`src/rtl/lrut_pkg.sv`:
```
`timescale 1ns / 1ps

package lrut_pkg;

    localparam int ADDR_W        = 64;
    localparam int LSZ_W         = 4;
    localparam int CAP_W         = 7;
    localparam int CFG_IDX_W     = 2;
    localparam int CFG_DATA_W    = 7;
    localparam int DEF_MAX_LINES = 64;

    localparam logic [LSZ_W-1:0] LSZ_RESET = LSZ_W'(6);
    localparam logic [CAP_W-1:0] CAP_RESET = CAP_W'(64);

    // Configuration register indexes.
    localparam logic [CFG_IDX_W-1:0] REG_LINE_SIZE = CFG_IDX_W'(0);
    localparam logic [CFG_IDX_W-1:0] REG_CAPACITY  = CFG_IDX_W'(1);

    // Command codes.
    localparam logic CMD_ACCESS = 1'b0;
    localparam logic CMD_DUMP   = 1'b1;

    // Per-cell update control: take the neighbor's tag, or take the insert bus.
    typedef struct packed {
        logic shift;
        logic load;
    } t_cell_ctl;

endpackage

```
`src/rtl/lrut_cell.sv`:
```
`timescale 1ns / 1ps

module lrut_cell (
    input  logic                        i_clk,
    input  lrut_pkg::t_cell_ctl         i_ctl,
    input  logic                        i_valid,
    input  logic [lrut_pkg::ADDR_W-1:0] i_line,
    input  logic [lrut_pkg::ADDR_W-1:0] i_next_tag,
    input  logic [lrut_pkg::ADDR_W-1:0] i_ins_tag,
    output logic [lrut_pkg::ADDR_W-1:0] o_tag,
    output logic                        o_match
);

    logic [lrut_pkg::ADDR_W-1:0] r_tag;
    logic [lrut_pkg::ADDR_W-1:0] n_tag;

    always_comb begin
        if (i_ctl.load) begin
            n_tag = i_ins_tag;
        end else if (i_ctl.shift) begin
            n_tag = i_next_tag;
        end else begin
            n_tag = r_tag;
        end
    end

    always_ff @(posedge i_clk) begin
        r_tag <= n_tag;
    end

    assign o_tag   = r_tag;
    assign o_match = i_valid && (r_tag == i_line);

endmodule

```
`config.mk`:
```
export PLATFORM = sky130hd
export DESIGN_NAME = lrut_cell
export DESIGN_NICKNAME = d
export VERILOG_FILES = /design/src/rtl/lrut_pkg.sv /design/src/rtl/lrut_cell.sv
export SDC_FILE = /design/constraint.sdc
export NUM_CORES = 1
export LEC_CHECK = 0
export ABC_AREA = 1
export CAP_MARGIN = 30
export CELL_PAD_IN_SITES_DETAIL_PLACEMENT = 0
export CELL_PAD_IN_SITES_GLOBAL_PLACEMENT = 1
export CORE_UTILIZATION = 38
export CTS_BUF_LIST = sky130_fd_sc_hd__clkbuf_16
export CTS_CLUSTER_SIZE = 10
export DETAILED_ROUTE_END_ITERATION = 10
export DONT_BUFFER_PORTS = 1
export GPL_ROUTABILITY_DRIVEN = 0
export PLACE_DENSITY = 0.77
export SYNTH_ARGS = -nofsm -noshare
export SYNTH_HDL_FRONTEND = slang
export SYNTH_SLANG_ARGS = --single-unit
```
`constraint.sdc`:
```
create_clock -name i_clk -period 1.9 [get_ports i_clk]
set_clock_uncertainty 0.1 [all_clocks]
set_input_delay 0.38 -clock i_clk [delete_from_list [all_inputs] [get_ports i_clk]]
set_output_delay 0.38 -clock i_clk [all_outputs]
set_load 0.05 [all_outputs]
```
# Word level (Yosys, flattened, before mapping)

Cells that the tools add are included.

Register bits after elaboration: 64
Logic and storage cells: 6
Input port bits: 196

Equality and inequality tests: 1
Multiplexer cells: 2
Reductions and logical operators: 2

Operator list:

| kind                | count |
|---|---|
| $mux W64            | 2 |
| $eq A64 B64 Y1      | 1 |
| $reduce_bool A2 Y1  | 1 |
| $logic_and A1 B1 Y1 | 1 |

# Depth between registers and ports, before layout

Depth after elaboration: 2
Depth in mapped cells: 10

# Worst setup path before layout

OpenSTA, ideal clock, no wires.

Path kind: reg2out
From: register r_tag, in the netlist o_tag[4]
To: output port o_match
Slack: -0.435 ns
Data required time: 1.420 ns
Data arrival time: 1.855 ns
Stages on the path, launching flop included: 11
Path buffers: 0
Cells stage by stage: edfxtp_1 > inv_1 > nand2_1 > nand2_1 > inv_1 > nand2_1 > nor2_1 > nand2_1 > nor2_1 > nand3_1 > nor2_1

Cells in the longest elaborated chain, start to end: 2

RTL lines:

| what                   | RTL line        | text |
|---|---|---|
| from (decl)            | lrut_cell.sv:14 | `logic [lrut_pkg::ADDR_W-1:0] r_tag;` |
| from (signal assigned) | lrut_cell.sv:28 | `r_tag <= n_tag;` |
| $eq A64 B64 Y1         | lrut_cell.sv:32 | `assign o_match = i_valid && (r_tag == i_line);` |
| $logic_and A1 B1 Y1    | lrut_cell.sv:32 |  |
| to (decl)              | lrut_cell.sv:11 | `output logic o_match` |

Every way passes these cells.

# Final worst setup path

From: register r_tag, in the netlist o_tag[15]
To: output port o_match

Same word-level chain as after synthesis.

==> run metrics <==
final setup fails 1; RSZ-0062 raised after global routing yes; metal2 WL 5.54 mm; final std cells w/o fill 741; post-synthesis sequential area ratio 0.502; Buf/Inv on CP 1; Lkg Pwr 2.54 nW; post-DR wirelength/cell 14.5 um; wl on met1 4.14 mm; CTS tree done; Final Slew Violations 0; first-pass GRT wire length 15.0 mm; gr usage total 0.199; number of global-route vias before repair 3209; Worst Path Required 1420 ps; Port Buffer Count 0; maximum clock frequency 454 MHz; cts bufs inserted 9; Pwr per Cell Area 943 nW/um2; Place WS -104 ps; Detail Route Antenna Nets 0; synthesized area 3820 um2; Yosys cell types 17; Worst-Margin Slew 433 ps; # DRC 0; hpwl dp 8.52 mm; Initial Util 0.391; Die Span X 102 um; Synth Warn # 0; CP arrival 1720 ps; Final #Nets 799; max cap viols 0; # diodes 0; Area Overhead vs Synth 27.8%; failing checks negative setup slack; crit end category output port; fin crit share 1.16; CP startpoint kind flop; Max-Slew Margin vs Limit 0.712; worst setup margin -303 ps; DRT Wirelength 10.8 mm; Clock Path Buffers 2; # hold bufs at CTS 0; starting DRC count in detailed routing 89; Slowest Stage Delay on Critical Path 430 ps; die extent in y 102 um; Final Hold Slack 132 ps; clock root buffer clkbuf_16; Pre-antenna DRT Iters 6; Largest register FFs 64; I/O pin count 261; Cells on Worst Hold Path 2; clk slew on worst S/H paths 50 ps; status finished with violations; DR vias 3483; Clock H-tree levels 3; min Tclk post-route 2200 ps; row cnt 36; cells along the critical path xnor2_2 -> nand2_1 -> nor2_2 -> nand2_2 -> nor2_4 -> nand3_2 -> nor2_4 -> buf_12; largest net degree at the start of global routing 67; CP max stage cell edfxtp_1; WHS Endpoint o_tag[51]$_DFFE_PP_; die footprint 10500 um2; Cells after Synth 526; CP Class reg -> out; crit path max fanout 2; Yosys reg bits 64; Sink Count 64; Via-to-Cell Ratio 4.70; DP Cell Count 718; Top delay family on crit path simple AND/OR/NAND/NOR gates; syn nets 722; Final Hold Viols 0; share of cells above drive strength 1 0.186; core area 9770 um2; worst hold path type in -> reg; hold_sp i_next_tag[51]; initial antenna violation count 0; Max Used Layer met4; residual overflow from global routing 0; Mean Syn Cell Area 7.27 um2; most used cell, CP nor2_4; peak supply drop 0.525 mV; met3 WL 793 um
==> area by class of cell <==
class	count	area [um2]
clock inverters	7	30.0
multi-input cells	370	1630
inverters	79	297
well taps	133	166
flip-flops and latches	64	1920
clock buffers	9	225
repair buffers	79	618
fillers	988	4880
==> metrics by stage <==
step / cell area, um2 / setup TNS [ps] / power, W / util
floorplan: 3830 / -103 / 0.00280 / -
global placement: 4510 / -102 / 0.00315 / 0.461
detailed placement: 4510 / -104 / 0.00317 / 0.461
CTS: 4800 / -357 / 0.00462 / 0.491
global route: 4890 / -388 / 0.00484 / 0.500
finish: 4890 / -303 / 0.00461 / 0.500
==> synthesized netlist by cell type <==
| cell type | count | area share |
|---|---|---|
| nor2_1 | 27 | 0.026 |
| o22ai_1 | 6 | 0.0098 |
| o21ai_1 | 4 | 0.0052 |
| clkinv_1 | 1 | 0.00098 |
| o21ai_0 | 4 | 0.0052 |
| inv_1 | 74 | 0.073 |
| nand2_1 | 297 | 0.29 |
| clkbuf_1 | 6 | 0.0059 |
| xnor2_1 | 20 | 0.046 |
| nand3_1 | 3 | 0.0039 |
| inv_2 | 4 | 0.0039 |
| nand4_1 | 4 | 0.0065 |
| o211ai_1 | 1 | 0.0020 |
| buf_2 | 7 | 0.0092 |
| xor2_1 | 3 | 0.0069 |
| or2_2 | 1 | 0.0016 |
| edfxtp_1 | 64 | 0.50 |
==> kinds of logic after synthesis <==
logic type / synth area share
DFF: 0.502
buffers and inverters: 0.0926
AOI/OAI and AO/OA: 0.0222
and+or+nand+nor: 0.330
xor gates and xnor gates: 0.0527
==> timing repair <==
item | CTS | global route
setup buffers | 0 | 7
gates resized for setup | 9 | 10
endpoints found under the setup margin | 1 | 1
endpoints found under the hold margin | 0 | 0
pin swaps | 3 | 11
==> routing by layer <==
| metal | track usage | vias to the layer above |
|---|---|---|
| met5 | 0 | - |
| li1 | - | 1747 |
| met4 | 0.110 | 0 |
| met2 | 0.361 | 179 |
| met1 | 0.211 | 1535 |
| met3 | 0.0486 | 22 |
==> how the worst max path moves through the flow <==
| stage | endpoint | from | slack (ps) | cells after the start |
|---|---|---|---|---|
| floorplan | o_match | o_tag[4]$_DFFE_PP_ | -100 | 10 |
| global placement | o_match | o_tag[15]$_DFFE_PP_ | -100 | 8 |
| detailed placement | o_match | o_tag[15]$_DFFE_PP_ | -100 | 8 |
| CTS | o_match | o_tag[15]$_DFFE_PP_ | -360 | 8 |
| global route | o_match | o_tag[33]$_DFFE_PP_ | -390 | 10 |
| finish | o_match | o_tag[15]$_DFFE_PP_ | -300 | 8 |
==> where the power goes <==
part / switching, W / leakage (nW) / total (W) / internal (W)
registers: 0.000114 / 0.659 / 0.00186 / 0.00175
logic: 0.000905 / 1.75 / 0.00133 / 0.000420
clock network: 0.000568 / 0.133 / 0.00142 / 0.000855
total: 0.00159 / 2.54 / 0.00461 / 0.00302
==> layout by cell type, fill, tap and decap left out <==
master     count
buf_4         77
o21ai_1        4
xor2_1         3
nand3_2        2
clkbuf_16      9
o211ai_1       1
nand4_1        4
clkinv_1       4
nor2_4         4
xnor2_1       17
nand2_1      293
o22ai_1        6
buf_12         2
nor2_2         4
edfxtp_1      64
xnor2_2        3
inv_1         75
clkinv_2       3
o21ai_0        4
nand2_2        4
inv_2          4
or2_2          1
nor2_1        19
nand3_1        1
No activity file was read; power rests on OpenSTA's default activity.
